### src/rtl/core/assert_macros.svh
// assertion macros for the renderer top level
`ifndef ASSERT_MACROS_SVH
`define ASSERT_MACROS_SVH

// clocked check, switched off while reset is held
`define SGCR_ASSERT(lbl, clk, rst_n, prop, msg) \
  lbl: assert property (@(posedge clk) disable iff (!rst_n) prop) else $error(msg);

// clocked check that also holds through reset
`define SGCR_ASSERT_ALWAYS(lbl, clk, prop, msg) \
  lbl: assert property (@(posedge clk) prop) else $error(msg);

`endif

### src/rtl/core/sgcr_pkg.sv
// shared constants, font rom and column stretch helpers for the glyph renderer
`default_nettype none

package sgcr_pkg;

  // column buffer geometry: one entry per cell column, 7 rows times 3 at most
  localparam int unsigned COL_WIDTH = 24;
  localparam int unsigned COL_DEPTH = 8;
  localparam int unsigned COL_AW    = 3;

  localparam logic [COL_AW-1:0] LAST_COL  = 3'd5;  // blank spacer column
  localparam logic [COL_AW-1:0] LAST_GLYPH_COL = 3'd4;

  localparam int unsigned GLYPHS = 24;

  // character codes with a glyph
  localparam logic [7:0] CH_DASH  = 8'h2D;
  localparam logic [7:0] CH_SLASH = 8'h2F;
  localparam logic [7:0] CH_ZERO  = 8'h30;
  localparam logic [7:0] CH_NINE  = 8'h39;
  localparam logic [7:0] CH_COLON = 8'h3A;
  localparam logic [7:0] CH_A     = 8'h41;
  localparam logic [7:0] CH_B     = 8'h42;
  localparam logic [7:0] CH_C     = 8'h43;
  localparam logic [7:0] CH_G     = 8'h47;
  localparam logic [7:0] CH_I     = 8'h49;
  localparam logic [7:0] CH_M     = 8'h4D;
  localparam logic [7:0] CH_N     = 8'h4E;
  localparam logic [7:0] CH_R     = 8'h52;
  localparam logic [7:0] CH_S     = 8'h53;
  localparam logic [7:0] CH_T     = 8'h54;

  // font rom, column c of a glyph sits in bits [8c+7:8c]
  localparam logic [39:0] FONT_ROM [GLYPHS] = '{
    40'h00_00_00_00_00,  // blank
    40'h08_08_08_08_08,  // dash
    40'h02_04_08_10_20,  // slash
    40'h00_00_36_36_00,  // colon
    40'h3E_45_49_51_3E,  // 0
    40'h00_40_7F_42_00,  // 1
    40'h46_49_51_61_42,  // 2
    40'h31_4B_45_41_21,  // 3
    40'h10_7F_12_14_18,  // 4
    40'h39_45_45_45_27,  // 5
    40'h30_49_49_4A_3C,  // 6
    40'h03_05_09_71_01,  // 7
    40'h36_49_49_49_36,  // 8
    40'h1E_29_49_49_06,  // 9
    40'h7E_11_11_11_7E,  // A
    40'h36_49_49_49_7F,  // B
    40'h22_41_41_41_3E,  // C
    40'h7A_49_49_41_3E,  // G
    40'h00_41_7F_41_00,  // I
    40'h7F_02_0C_02_7F,  // M
    40'h7F_10_08_04_7F,  // N
    40'h46_29_19_09_7F,  // R
    40'h31_49_49_49_46,  // S
    40'h01_01_7F_01_01   // T
  };

  function automatic logic [4:0] glyph_index(logic [7:0] code);
    logic [4:0] idx;
    idx = 5'd0;
    case (code) inside
      [CH_ZERO:CH_NINE]: idx = 5'({1'b0, code[3:0]}) + 5'd4;
      CH_DASH:           idx = 5'd1;
      CH_SLASH:          idx = 5'd2;
      CH_COLON:          idx = 5'd3;
      CH_A:              idx = 5'd14;
      CH_B:              idx = 5'd15;
      CH_C:              idx = 5'd16;
      CH_G:              idx = 5'd17;
      CH_I:              idx = 5'd18;
      CH_M:              idx = 5'd19;
      CH_N:              idx = 5'd20;
      CH_R:              idx = 5'd21;
      CH_S:              idx = 5'd22;
      CH_T:              idx = 5'd23;
      default:           idx = 5'd0;
    endcase
    return idx;
  endfunction

  // one font column, the spacer column reads blank
  function automatic logic [6:0] font_column(logic [7:0] code, logic [COL_AW-1:0] col);
    logic [39:0] glyph;
    logic [7:0]  bits;
    glyph = FONT_ROM[glyph_index(code)];
    bits  = 8'h00;
    if (col <= LAST_GLYPH_COL) begin
      bits = glyph[{col, 3'b000} +: 8];
    end
    return bits[6:0];
  endfunction

  // stretch a 7-row column vertically by the scale
  function automatic logic [COL_WIDTH-1:0] stretch_column(logic [6:0] bits,
                                                          logic [1:0] scale);
    logic [COL_WIDTH-1:0] t1;
    logic [COL_WIDTH-1:0] t2;
    logic [COL_WIDTH-1:0] t3;
    logic [COL_WIDTH-1:0] res;
    t1 = {17'd0, bits};
    t2 = '0;
    t3 = '0;
    for (int r = 0; r < 7; r++) begin
      t2[2*r +: 2] = {2{bits[r]}};
      t3[3*r +: 3] = {3{bits[r]}};
    end
    case (scale)
      2'd2:    res = t2;
      2'd3:    res = t3;
      default: res = t1;
    endcase
    return res;
  endfunction

endpackage

`default_nettype wire

### src/rtl/core/sgcr_ram.sv
// generic single-write, single-read ram with registered read data
`default_nettype none

module sgcr_ram #(
  parameter int unsigned WIDTH = 8,
  parameter int unsigned DEPTH = 8
) (
  input  wire logic                     clk_i,
  input  wire logic                     we_i,
  input  wire logic [$clog2(DEPTH)-1:0] waddr_i,
  input  wire logic [WIDTH-1:0]         wdata_i,
  input  wire logic                     re_i,
  input  wire logic [$clog2(DEPTH)-1:0] raddr_i,
  output logic      [WIDTH-1:0]         rdata_o
);

  logic [WIDTH-1:0] mem_q [DEPTH];
  logic [WIDTH-1:0] rdata_q;

  always_ff @(posedge clk_i) begin
    if (we_i) begin
      mem_q[waddr_i] <= wdata_i;
    end
    if (re_i) begin
      rdata_q <= mem_q[raddr_i];
    end
  end

  assign rdata_o = rdata_q;

endmodule

`default_nettype wire

### src/rtl/core/scaled_glyph_column_renderer.sv
// top level of the scaled glyph column renderer
// usage:
//   one character request comes in on the s_axis group; tuser marks the first
//   character of a string, which also loads start column, start page and scale
//   (scale 0 counts as 1). results leave on the m_axis group as positioned
//   column bytes, tlast set on the final byte of each character.
// sequence:
//   a request is taken only when the renderer is idle. a drawn character goes
//   through the accept, the fit check and 6 column buffer writes, then per
//   cell column one buffer read and s*p bytes, where s is the scale and p the
//   pages drawn (at most s). a character of a halted string, or one that does
//   not fit, gives nothing.
// reset:
//   the string is halted, so nothing is drawn until a first-of-string request.
// stall:
//   bytes go through a one-deep output register; while the receiver holds
//   tready low the renderer waits on it, and the next request is taken while
//   the last byte of a character still sits there.
`default_nettype none
`include "assert_macros.svh"

module scaled_glyph_column_renderer
  import sgcr_pkg::*;
#(
  parameter int unsigned DISPLAY_COLUMNS = 128,
  parameter int unsigned DISPLAY_PAGES   = 8
) (
  input  wire logic        clk_i,
  input  wire logic        rst_ni,
  input  wire logic        s_axis_tvalid_i,
  output logic             s_axis_tready_o,
  // char_code [7:0], start_column [14:8], start_page [17:15], scale [19:18]
  input  wire logic [23:0] s_axis_tdata_i,
  // first_of_string [0]
  input  wire logic        s_axis_tuser_i,
  output logic             m_axis_tvalid_o,
  input  wire logic        m_axis_tready_i,
  // column [6:0], page [9:7], pixels [17:10]
  output logic      [23:0] m_axis_tdata_o,
  output logic             m_axis_tlast_o
);

  // limits widened to the compare widths below
  localparam logic [8:0] NumCols  = 9'(DISPLAY_COLUMNS);
  localparam logic [4:0] NumPages = 5'(DISPLAY_PAGES);

  typedef enum logic [4:0] {
    ST_IDLE  = 5'b00001,
    ST_CHECK = 5'b00010,
    ST_BUILD = 5'b00100,
    ST_FETCH = 5'b01000,
    ST_EMIT  = 5'b10000
  } state_e;

  state_e state_q, state_d;

  // string state
  logic [7:0] cursor_q, cursor_d;
  logic [2:0] page_q, page_d;
  logic [1:0] scale_q, scale_d;
  logic       halted_q, halted_d;

  // per character working registers
  logic [7:0]        code_q, code_d;
  logic [COL_AW-1:0] col_q, col_d;      // cell column, also buffer address
  logic [1:0]        sx_q, sx_d;        // horizontal copy
  logic [1:0]        po_q, po_d;        // page offset
  logic [7:0]        col_pos_q, col_pos_d;  // display column being drawn

  // output register
  logic        m_valid_q;
  logic [6:0]  out_col_q;
  logic [2:0]  out_page_q;
  logic [7:0]  out_pix_q;
  logic        out_last_q;
  logic        out_load;
  logic        out_last_d;
  logic        out_free;

  // column buffer port
  logic                 ram_we;
  logic                 ram_re;
  logic [COL_WIDTH-1:0] ram_wdata;
  logic [COL_WIDTH-1:0] ram_rdata;

  logic       in_accept;
  logic [4:0] six_s;
  logic [8:0] fit_sum;
  logic [4:0] page_next;
  logic       page_end;
  logic [1:0] in_scale;

  assign s_axis_tready_o = (state_q == ST_IDLE);
  assign in_accept       = s_axis_tvalid_i && s_axis_tready_o;
  assign out_free        = !m_valid_q || m_axis_tready_i;

  assign in_scale = (s_axis_tdata_i[19:18] == 2'd0) ? 2'd1 : s_axis_tdata_i[19:18];

  // 6*scale, then the fit test on the cell width
  assign six_s   = {1'b0, scale_q, 2'b00} + {2'b00, scale_q, 1'b0};
  assign fit_sum = {1'b0, cursor_q} + {4'd0, six_s};

  // the page after this one ends the column if past the stretch or the display
  assign page_next = {2'b00, page_q} + {3'b000, po_q} + 5'd1;
  assign page_end  = (po_q == scale_q - 2'd1) || (page_next >= NumPages);

  // buffer writes happen only while building and reads only afterwards,
  // so a read never meets a write to the same entry
  assign ram_wdata = stretch_column(font_column(code_q, col_q), scale_q);

  always_comb begin
    state_d    = state_q;
    cursor_d   = cursor_q;
    page_d     = page_q;
    scale_d    = scale_q;
    halted_d   = halted_q;
    code_d     = code_q;
    col_d      = col_q;
    sx_d       = sx_q;
    po_d       = po_q;
    col_pos_d  = col_pos_q;
    ram_we     = 1'b0;
    ram_re     = 1'b0;
    out_load   = 1'b0;
    out_last_d = 1'b0;

    unique case (state_q)
      ST_IDLE: begin
        if (in_accept) begin
          code_d = s_axis_tdata_i[7:0];
          if (s_axis_tuser_i) begin
            cursor_d = {1'b0, s_axis_tdata_i[14:8]};
            page_d   = s_axis_tdata_i[17:15];
            scale_d  = in_scale;
            halted_d = ({2'b00, s_axis_tdata_i[17:15]} >= NumPages);
          end
          state_d = ST_CHECK;
        end
      end
      ST_CHECK: begin
        if (halted_q) begin
          state_d = ST_IDLE;
        end else if (fit_sum > NumCols) begin
          // character runs off the right edge: the string stops here
          halted_d = 1'b1;
          state_d  = ST_IDLE;
        end else begin
          cursor_d  = fit_sum[7:0];
          col_pos_d = cursor_q;
          col_d     = '0;
          state_d   = ST_BUILD;
        end
      end
      ST_BUILD: begin
        ram_we = 1'b1;
        if (col_q == LAST_COL) begin
          col_d   = '0;
          state_d = ST_FETCH;
        end else begin
          col_d = col_q + 1'b1;
        end
      end
      ST_FETCH: begin
        ram_re  = 1'b1;
        sx_d    = 2'd0;
        po_d    = 2'd0;
        state_d = ST_EMIT;
      end
      ST_EMIT: begin
        if (out_free) begin
          out_load = 1'b1;
          if (!page_end) begin
            po_d = po_q + 2'd1;
          end else begin
            po_d      = 2'd0;
            col_pos_d = col_pos_q + 8'd1;
            if (sx_q != scale_q - 2'd1) begin
              sx_d = sx_q + 2'd1;
            end else if (col_q == LAST_COL) begin
              out_last_d = 1'b1;
              state_d    = ST_IDLE;
            end else begin
              col_d   = col_q + 1'b1;
              state_d = ST_FETCH;
            end
          end
        end
      end
      default: begin
        state_d = ST_IDLE;
      end
    endcase
  end

  always_ff @(posedge clk_i or negedge rst_ni) begin
    if (!rst_ni) begin
      state_q   <= ST_IDLE;
      cursor_q  <= 8'd0;
      page_q    <= 3'd0;
      scale_q   <= 2'd1;
      halted_q  <= 1'b1;
      col_q     <= '0;
      sx_q      <= 2'd0;
      po_q      <= 2'd0;
      m_valid_q <= 1'b0;
    end else begin
      state_q  <= state_d;
      cursor_q <= cursor_d;
      page_q   <= page_d;
      scale_q  <= scale_d;
      halted_q <= halted_d;
      col_q    <= col_d;
      sx_q     <= sx_d;
      po_q     <= po_d;
      if (out_load) begin
        m_valid_q <= 1'b1;
      end else if (m_axis_tready_i) begin
        m_valid_q <= 1'b0;
      end
    end
  end

  // payload registers
  always_ff @(posedge clk_i) begin
    code_q    <= code_d;
    col_pos_q <= col_pos_d;
    if (out_load) begin
      out_col_q  <= col_pos_q[6:0];
      out_page_q <= page_q + {1'b0, po_q};
      out_pix_q  <= 8'(ram_rdata >> {po_q, 3'b000});
      out_last_q <= out_last_d;
    end
  end

  // stretched column buffer, one entry per cell column
  sgcr_ram #(
    .WIDTH (COL_WIDTH),
    .DEPTH (COL_DEPTH)
  ) u_col_buf (
    .clk_i   (clk_i),
    .we_i    (ram_we),
    .waddr_i (col_q),
    .wdata_i (ram_wdata),
    .re_i    (ram_re),
    .raddr_i (col_q),
    .rdata_o (ram_rdata)
  );

  assign m_axis_tvalid_o = m_valid_q;
  assign m_axis_tdata_o  = {6'd0, out_pix_q, out_page_q, out_col_q};
  assign m_axis_tlast_o  = out_last_q;

  // latched scale never takes the zero code
  `SGCR_ASSERT(a_scale_nonzero, clk_i, rst_ni, scale_q != 2'd0, "string scale is zero")

  // cell column counter stays inside the buffer's used entries
  `SGCR_ASSERT(a_col_range, clk_i, rst_ni, col_q <= LAST_COL, "cell column out of range")

  // the last byte of a character only comes from the final copy of the spacer
  `SGCR_ASSERT(a_last_on_final_copy, clk_i, rst_ni,
    (out_load && out_last_d) |-> ((col_q == LAST_COL) && (sx_q == scale_q - 2'd1)),
    "last byte flagged before the final column copy")

  // a halted string goes straight back to idle without touching the buffer
  `SGCR_ASSERT(a_halted_returns_idle, clk_i, rst_ni,
    ((state_q == ST_CHECK) && halted_q) |=> (state_q == ST_IDLE),
    "halted string did not return to idle")

endmodule

`default_nettype wire

### config.mk
export PLATFORM = sky130hd
export DESIGN_NAME = scaled_glyph_column_renderer
export DESIGN_NICKNAME = d
export VERILOG_FILES = /design/src/rtl/core/sgcr_pkg.sv /design/src/rtl/core/sgcr_ram.sv /design/src/rtl/core/scaled_glyph_column_renderer.sv
export VERILOG_INCLUDE_DIRS = /design/src /design/src/rtl/core
export SDC_FILE = /design/constraint.sdc
export NUM_CORES = 1
export LEC_CHECK = 0
export ABC_CLOCK_PERIOD_IN_PS = 5000
export BUFFER_PORTS_ARGS = -buffer_cell sky130_fd_sc_hd__buf_2
export CORE_MARGIN = 2
export CORE_UTILIZATION = 30
export CTS_BUF_LIST = sky130_fd_sc_hd__clkbuf_4
export DETAILED_ROUTE_END_ITERATION = 10
export HOLD_SLACK_MARGIN = 0.12
export PLACE_DENSITY = 0.45
export SLEW_MARGIN = 10
export SYNTH_ARGS = -nofsm -noshare
export SYNTH_HDL_FRONTEND = slang
export SYNTH_SLANG_ARGS = --single-unit
### constraint.sdc
create_clock -name clk_i -period 5 [get_ports clk_i]
set_clock_uncertainty 0.2 [all_clocks]
set_input_delay 1.25 -clock clk_i [delete_from_list [all_inputs] [get_ports clk_i]]
set_output_delay 1.25 -clock clk_i [all_outputs]
set_load 0.05 [all_outputs]
## Yosys cells after proc, flatten, opt, wreduce, memory -nomap -nowiden

Memories as Yosys holds them, arrays and structs flattened. A register that Yosys moved wholly into a read port is not among the register bits.
Index checks and enable logic that the tools add are counted.
Widths: inputs -> output; s select.

- Register bits: 86
- Bits in latches: 0
- RAM bits: 168
- ROM bits: 1280
- Input port bits: 29
- Output and inout bits: 27
- Word-level logic and storage cells: 162
- Memories kept: 2

- Add/subtract/negate cells: 11
- $mul: 0
- Divide/modulo/power cells: 0
- Order comparisons: 6
- Equality and inequality tests: 33
- Shifts and indexed selects: 2
- Muxes and demuxes: 67
- Bitwise logic cells: 4
- Reduce and logical (&&, ||, !) cells: 21

Memory list:

| name | words | width | rd ports | clocked after memory_dff | write ports | line | RTL |
|---|---|---|---|---|---|---|---|
| (no name shown) | 32 | 40 | 1 | 0 | 0 | sgcr_pkg.sv:88 | `glyph = FONT_ROM[glyph_index(code)];` |
| u_col_buf.mem_q | 8 | 21 | 1 | 1 | 1 | sgcr_ram.sv:17 | `logic [WIDTH-1:0] mem_q [DEPTH];` |

Operators by type and width:

| cell | number |
|---|---|
| $mux 5 | 19 |
| $eq 8x7->1 const B | 10 |
| $mux 40 | 2 |
| $mux 8 | 8 |
| $pmux 21 s2 | 1 |
| $shiftx 40x7->7 | 1 |
| $pmux 8 s2 | 2 |
| $mux 3 | 9 |
| $pmux 5 s5 | 1 |
| $eq 8x6->1 const B | 3 |
| $shr 24x5->8 | 1 |
| $ne 2x2->1 const B | 8 |
| $reduce_and 5->1 | 3 |
| $mux 1 | 13 |
| $mux 2 | 6 |
| $add 8x5->9 | 1 |
| $gt 9x8->1 const B | 1 |
| $pmux 3 s3 | 1 |
| $add 8x1->8 const B | 1 |
| $ge 8x6->1 const B | 1 |
| $le 8x6->1 const B | 1 |
| $pmux 2 s2 | 2 |
| $reduce_bool 2->1 | 4 |
| $mux 7 | 1 |
| 35 further kinds | 44 |

## Longest topological paths before layout

Gate-level depths: netlist of the first run.

- Depth in word-level cells: 22
- Gate-level depth with buffers: 20
- Depth with buffers taken out: 16

## Cells and area by module

From an unflattened synthesis of the first run, not the netlist that was laid out.

- Cells, all modules: 952
- Area total of the unflattened synthesis: 13500.4 µm²

By module, submodules not included:

| module | times used | cells an instance | area an instance (µm²) | seq. area each (µm²) |
|---|---|---|---|---|
| sgcr_ram | 1 | 314 | 8050.2 | 6486.2 |
| scaled_glyph_column_renderer | 1 | 638 | 5450.2 | 1700.4 |

## Least setup slack after synthesis of the first run

No wires, ideal clock.

- Path kind: flip-flop to flip-flop
- Start point: register cursor_q[2]
- End point: register col_pos_q[0] (enable)
- Library setup time: 0.383 ns
- Arrival time: 3.455 ns
- Data required time: 4.417 ns
- Path slack: 0.962 ns
- Stages on the path, launching flop included: 12
- Path buffers: 0
- Period minus slack after synthesis: 4.038 ns
- Cell sequence: dfrtp_1 -> fa_1 -> ha_1 -> inv_1 -> fa_1 -> nor4b_1 -> nand2_1 -> o31a_1 -> o221a_2 -> a311oi_1 -> nor2_1 -> a211oi_1

- Longest elaborated chain between the ends: 4

Ends and longest elaborated chain:

| what | line | RTL |
|---|---|---|
| start, declared | scaled_glyph_column_renderer.sv:58 | `logic [7:0] cursor_q, cursor_d;` |
| start signal, assigned | scaled_glyph_column_renderer.sv:208 | `cursor_q <= cursor_d;` |
| $add 8x5->9 | scaled_glyph_column_renderer.sv:101 | `assign fit_sum = {1'b0, cursor_q} + {4'd0, six_s};` |
| $gt 9x8->1 | scaled_glyph_column_renderer.sv:143 | `end else if (fit_sum > NumCols) begin` |
| $ne 2x2->1 (no line) | n/a |  |
| $reduce_and 5->1 (no line) | n/a |  |
| end signal, assigned | scaled_glyph_column_renderer.sv:226 | `col_pos_q <= col_pos_d;` |
| end, declared | scaled_glyph_column_renderer.sv:68 | `logic [7:0] col_pos_q, col_pos_d;` |

No other way between the ends.
A chain may end at the register's enable or synchronous reset.

## Worst setup path in the final report of the first run

- Start point: register code_q[2]
- End point: memory u_col_buf.mem_q[5][11] (netlist bit), data pin

- Longest elaborated chain between the ends: 22
- Elaborated cells between the ends (all ways): 38
- Classes of those cells: add/sub (1); order compare (2); eq/ne (13); shift (1); mux (18); bitwise (1); reduce/logical (1); memory (1)

Ends and longest elaborated chain:

| what | line | RTL |
|---|---|---|
| start, declared | scaled_glyph_column_renderer.sv:64 | `logic [7:0] code_q, code_d;` |
| start signal, assigned | scaled_glyph_column_renderer.sv:225 | `code_q <= code_d;` |
| $eq 8x7->1 | sgcr_pkg.sv:88 |  |
| $mux 5 (13 in series) | sgcr_pkg.sv:64 | `case (code) inside` |
| $mux 5 * | sgcr_pkg.sv:64 |  |
| $not 5->6 (not written as such) * | sgcr_pkg.sv:88 |  |
| $mem_v2 32x40 * | n/a |  |
| $mux 40 (not written as such) * (2 in series) | sgcr_pkg.sv:88 |  |
| $shiftx 40x7->7 * | sgcr_pkg.sv:91 | `bits = glyph[{col, 3'b000} +: 8];` |
| $mux 7 * | sgcr_pkg.sv:90 | `if (col <= LAST_GLYPH_COL) begin` |
| $pmux 21 s2 * | sgcr_pkg.sv:110 | `case (scale)` |
| end, declared | sgcr_ram.sv:17 |  |

Every way passes the cells marked *; elsewhere a longest branch is shown, timed or not. The select of a mux whose other input is x is not followed.

==> results of run 1 <==
==> critical path: stages (launching register included) <==
cell	delay (ns)
edfxtp_1	0.47
inv_1	0.08
ha_1	0.35
or2_1	0.30
a311o_1	0.31
o21ai_0	0.12
or2_1	0.17
inv_1	0.10
ha_1	0.43
or3_1	0.41
a211oi_1	0.24
a311oi_1	0.09
nor4b_1	0.33
o2111a_2	0.31
o2bb2ai_1	0.34
==> worst max path at each step <==
| stage | slack (ns) | startpoint | endpoint |
|---|---|---|---|
| floorplan | 0.96 | cursor_q[2] | col_pos_q[0] |
| global placement | 0.51 | code_q[2] | u_col_buf.mem_q[6][11] |
| finish | 0.46 | code_q[2] | u_col_buf.mem_q[5][11] |
| CTS | 0.45 | code_q[2] | u_col_buf.mem_q[7][11] |
| global route | 0.15 | code_q[2] | u_col_buf.mem_q[4][11] |
| detailed placement | 0.52 | code_q[2] | u_col_buf.mem_q[6][11] |
==> power breakdown <==
part	switching [W]	total, W	internal, W
Clock	0.000608	0.000836	0.000228
Combinational	0.00165	0.00256	0.000912
Sequential	0.000174	0.00239	0.00222
==> logic make-up (layout without fill, tap and decap cells) <==
logic type	Yosys count	after routing
compound gates	249	249
simple gates	240	240
xor+xnor	14	14
mux	44	44
fa+ha+maj	32	32
flops	196	196
buf+inv	87	136
other cells	1	7
==> final cells by class <==
class | instances | share of cell area
Antenna cell | 1 | 0.000223
Clock buffer | 18 | 0.0121
Clock inverter | 14 | 0.0123
Inverter | 27 | 0.00915
Multi-Input combinational cell | 585 | 0.361
Sequential cell | 196 | 0.513
Tap cell | 448 | 0.0500
Timing Repair Buffer | 77 | 0.0415
==> sequential cells by signal (all words and copies together) (netlist names), 3 cells and up <==
signal,cells
code_q,8
col_pos_q,7
col_q,3
cursor_q,8
out_col_q,7
out_page_q,3
out_pix_q,8
page_q,3
state_q,5
u_col_buf.mem_q,120
u_col_buf.rdata_o,15
==> synthesized netlist by cell type, drive strengths merged (5+ instances only) <==
cell type and instances:
nand3 23, nor2b 8, buf 28, a221oi 22, dfrtp 24, and2 9, nand2b 7, nor3 10
edfxtp 169, nand2 59, nor3b 8, o22ai 9, ha 29, o211ai 9, a21oi 38, o311ai 6
a221o 10, xor2 7, a21o 9, a311oi 8, a211oi 12, xnor2 7, clkbuf 32, a32oi 5
o221ai 11, or2 5, nor2 71, inv 25, and3 19, a22o 5, mux2 19, mux2i 24
a31oi 6, a22oi 14, o21ai 56
==> stage by stage <==
stage | total power, W | hold WS [ns]
floorplan | 0.00409 | 0.246
CTS | 0.00583 | 0.300
global route | 0.00615 | 0.307
global placement | 0.00497 | 0.261
detailed placement | 0.00498 | 0.261
finish | 0.00579 | 0.297
==> layer usage <==
layer	GRT usage	vias to the layer above
met2	0.269	215
met3	0.0233	27
met5	0	-
met1	0.215	3649
li1	-	3407
met4	0.0379	0
==> cell usage in the layout, fill, tap and decap left out, drive strengths merged, types with 9 or more instances in the layout <==
cell type and instances:
a211oi 12, a21o 9, a21oi 38, a221o 10
a221oi 22, a22oi 14, and2 9, and3 19
buf 77, clkbuf 18, dfrtp 24, edfxtp 169
ha 29, inv 32, mux2 19, mux2i 24
nand2 59, nand3 23, nor2 71, nor3 10
o211ai 9, o21ai 56, o221ai 11, o22ai 9
==> flow_metrics.tcl, run 1 <==
set metrics [dict create \
    grt_pass1_vias 7009 \
    clock.fmax_mhz 220 \
    ys_top_cells_by_area "edfxtp_1 50%, dfrtp_1 5.9%, ha_1 3.6%" \
    die_w_um 188 \
    synth_edf_count 169 \
    synth-xor-area-share 0.0120 \
    netlist_instances 863 \
    synth.distinct_cells 85 \
    hold_path_depth 0 \
    synth_compound_area_frac 0.177 \
    grt_use_total 0.159 \
    stdcell_area_um2 11200 \
    start_util 0.304 \
    arrival_ns 4.64 \
    drt_wl_total_mm 28.1 \
    dp_worst_setup_slack_ns 0.524 \
    numPortBuffers 45 \
    finalCritPeriodShare 0.908 \
    instances_no_fill 1366 \
    reg2reg_from "code_q[2]" \
    synth.avg_cell_area_um2 11.8 \
    holdPathEnd "out_col_q[6]" \
    hold_start "col_pos_q[6]" \
    drt_first_pass_iters 5 \
    ys.flop_type "edfxtp_1" \
    cts-root-buf "clkbuf_4" \
    leakagePower_nw 4.00 \
    die_h_um 188 \
    met1Wirelength_mm 13.1 \
    hold_class "flip-flop to flip-flop" \
    grt_setup_unrepaired "false" \
    synth_top_cell_by_area "edfxtp_1" \
    area_growth_pct 10.1 \
    remaining_drc_errors 0 \
    cp.required_ns 5.11 \
    setup.worst_path.end_class "flip-flop" \
    grt_overflow 0 \
    wl_met3_mm 1.19 \
    antenna_found_initial 1 \
    regArea_um2 5750 \
    status "complete, no violations" \
    hold_viol_final 0 \
    ios 56 \
    num-fill-cells 3376 \
    path_clk_slew_ns 0.19 \
    path_max_fanout 12 \
    cts.htree.levels 4 \
    worst_pin_slew_ns 1.13 \
    cts.sink_count 196 \
    worst_slack_ns 0.461 \
    utilization 0.335 \
    place_area_um2 10900 \
    numCtsBuffers 17 \
    cp-start-kind "flip-flop" \
    clkLatencyLatePin_ns 0.59 \
    ir_worst_vdd_v 0.000220 \
    cts_buffer_depth 2 \
    ctsHoldBuffers 0 \
    yosys_warnings 0 \
    dr.first_iter.drc_count 814 \
    num_rows 67 \
    grt_pass1_wl_mm 43.0 \
    finalNetCount 965 \
    power.density_nw_per_um2 517 \
    synth_seq_area_share 0.565 \
    syn_area_um2 10200 \
    vias 7298 \
    gp_congestion 0.882 \
    cts_resized 0 \
    rrSetupSlack_ns 0.46 \
    routedWlPerCell_um 20.6 \
    synthAdderAreaFrac 0.0415 \
    synth_top_family_by_area "compound AO/OA/AOI/OAI gates" \
    post_cts_buffers 0 \
    drv_slew 0 \
    synth_seq_cells 196 \
    rr_worst_depth 14 \
    multi_input_area_um2 4050 \
    core_area_um2 33400 \
    r2r_end "u_col_buf.mem_q[5][11]" \
    yosys-mux-area-fraction 0.0468 \
    cts_tree "done" \
    slew_headroom 0.245 \
    die-area_um2 35400 \
    synth.top_cell.area_share 0.498 \
    top_layer "met4" \
    place_hpwl_mm 18.7 \
    fin_setup_tns_ns 0 \
    ant_nets 0 \
    viasPerCell 5.34 \
    dr_wl_met2_mm 13.5 \
    grt_max_degree 43 \
    yosys.area_share.simple 0.118 \
    critPathKind "flip-flop to flip-flop" \
    setup_violations 0 \
    fin_crit_ns 4.54 \
    synthArstFlopShare 0.138 \
    max_cap_viol_count 0 \
    drive_above_1_share 0.162 \
    dp.cells 1333 \
]
Power figures use the tool's default switching activity.
==> run 2: changes to the inputs <==
--- a/config.mk
+++ b/config.mk
@@ -13,7 +13,8 @@
 export CTS_BUF_LIST = sky130_fd_sc_hd__clkbuf_4
 export DETAILED_ROUTE_END_ITERATION = 10
 export HOLD_SLACK_MARGIN = 0.12
-export PLACE_DENSITY = 0.45
+export MAX_ROUTING_LAYER = met4
+export PLACE_DENSITY = 0.5
 export SLEW_MARGIN = 10
 export SYNTH_ARGS = -nofsm -noshare
 export SYNTH_HDL_FRONTEND = slang
==> flow_metrics.tcl, run 2 (synthesized netlist as in run 1, its figures left out) <==
set metrics [dict create \
    status "complete, no violations" \
    num_rows 67 \
    dp.cells 1334 \
    setup.worst_path.end_class "flip-flop" \
    crit_path_start "code_q[2]" \
    ios 56 \
    hold_start "col_pos_q[6]" \
    clkPwrFrac 0.151 \
    worst_pin_slew_ns 1.10 \
    remaining_drc_errors 0 \
    grt_use_total 0.161 \
    cts_resized 0 \
    path_cells "inv_1 -> ha_1 -> or2_1 -> a221o_1 -> a32o_2 -> ha_1 -> or3_1 -> a211oi_1 -> a311oi_1 -> nor4b_1 -> o2111a_2 -> a21o_1" \
    ant_nets 0 \
    drv_slew 0 \
    gp_congestion 0.918 \
    grt_pass1_wl_mm 42.4 \
    final_common_cell "edfxtp_1" \
    fin_setup_tns_ns 0 \
    cts-root-buf "clkbuf_4" \
    antenna_found_initial 1 \
    numPortBuffers 45 \
    die_w_um 188 \
    hold_class "flip-flop to flip-flop" \
    reg2reg_from "code_q[2]" \
    dp_worst_setup_slack_ns 0.513 \
    p_sw_w 0.00240 \
    drive_above_1_share 0.164 \
    critPathMostFrequentCell "ha_1" \
    slowest_stage "ha_1" \
    fin_crit_ns 4.57 \
    holdWs_ns 0.286 \
    cp.required_ns 5.18 \
    viasPerCell 5.39 \
    clock.fmax_mhz 219 \
    drt_wl_total_mm 27.1 \
    slew_headroom 0.261 \
    die_h_um 188 \
    ctsHoldBuffers 0 \
    dr.first_iter.drc_count 640 \
    grt_setup_unrepaired "false" \
    finalNetCount 966 \
    routedWlPerCell_um 19.8 \
    worst_slack_ns 0.434 \
    clkLatencyLatePin_ns 0.63 \
    max_cap_viol_count 0 \
    leakagePower_nw 4.02 \
    cts_tree "done" \
    area_growth_pct 10.4 \
    path_max_fanout 12 \
    num-fill-cells 3344 \
    ir_worst_vdd_v 0.000210 \
    setup_violations 0 \
    cts.htree.levels 4 \
    place_hpwl_mm 18.0 \
    regMostFlops "u_col_buf.mem_q" \
    final_cell_mix "169 x edfxtp_1, 69 x nor2_1, 59 x nand2_1" \
    pwr-share-seq 0.411 \
    numCtsBuffers 17 \
    largest_reg_flops 120 \
    grt_max_degree 38 \
    vias 7363 \
    critPathMaxStageDelay_ns 0.47 \
    critPathKind "flip-flop to flip-flop" \
    power.density_nw_per_um2 518 \
    swShare 0.412 \
    arrival_ns 4.74 \
    internal_power_w 0.00342 \
    finalCritPeriodShare 0.913 \
    cts_buffer_depth 2 \
    grt_pass1_vias 7243 \
    instances_no_fill 1367 \
    drt_first_pass_iters 5 \
    die-area_um2 35400 \
    power_frac_comb 0.438 \
    core_area_um2 33400 \
    hold_viol_final 0 \
    grt_overflow 0 \
    start_util 0.304 \
    cp-start-kind "flip-flop" \
    cts.sink_count 196 \
    path_clk_slew_ns 0.20 \
    post_cts_buffers 0 \
]
[run 2: cell count changes in the layout (fill, tap and decap cells not counted), sizes merged]
cell / delta
inv: -2
bufinv: +1
clkbuf: +1
buf: +1
[run 2: worst paths after layout]
path	slack, ns	cells past startpoint	endpoint
max	0.43	12	u_col_buf.mem_q[2][3]
max in group asynchronous	3.71	1	scale_q[1]
min reg2reg	0.29	0	out_col_q[6]
min in group asynchronous	0.44	1	state_q[1]
min	0.29	0	out_col_q[6]
max reg2reg	0.43	12	u_col_buf.mem_q[2][3]
[run 2: per-stage QoR]
stage	total power (W)	instance area [um2]	util
floorplan	0.00409	10200	-
global placement	0.00494	10900	0.327
detailed placement	0.00496	10900	0.327
CTS	0.00585	11200	0.336
global route	0.00621	11200	0.336
finish	0.00582	11200	0.336
[run 2: power groups by stage]
| stage | sequential, W | clock [W] | combinational [W] |
|---|---|---|---|
| after CTS | 0.00239 | 0.000910 | 0.00254 |
| after floorplan | 0.00234 | 0 | 0.00175 |
| final | 0.00239 | 0.000881 | 0.00255 |
| after detailed placement | 0.00243 | 0 | 0.00253 |
| after global placement | 0.00243 | 0 | 0.00252 |
| after global routing | 0.00242 | 0.000970 | 0.00282 |
[run 2: layout make-up]
type	count	area, um2	area share
Antenna cell	1	2.50	0.000223
Inverter	27	103	0.00913
Clock buffer	19	143	0.0127
Timing Repair Buffer	78	473	0.0421
Multi-Input combinational cell	585	4050	0.360
Tap cell	448	561	0.0499
Clock inverter	13	159	0.0141
Sequential cell	196	5750	0.512
[run 2: worst max-delay path: cells and delay by family (launching register included)]
kind / cells / cell delay (ns)
AOI/OAI and AO/OA: 6 / 1.68
and+or+nand+nor: 3 / 1.06
adders and majority gates: 2 / 0.82
DFF: 1 / 0.46
buffers and inverters: 1 / 0.08
[run 2: metal layers]
metal  up-vias  part of all wire  GRT usage
li1       3415                 -          -
met1      3662              0.46      0.211
met2       243              0.47      0.256
met3        43             0.055     0.0285
met4         0             0.016     0.0430
met5         -                 0          -
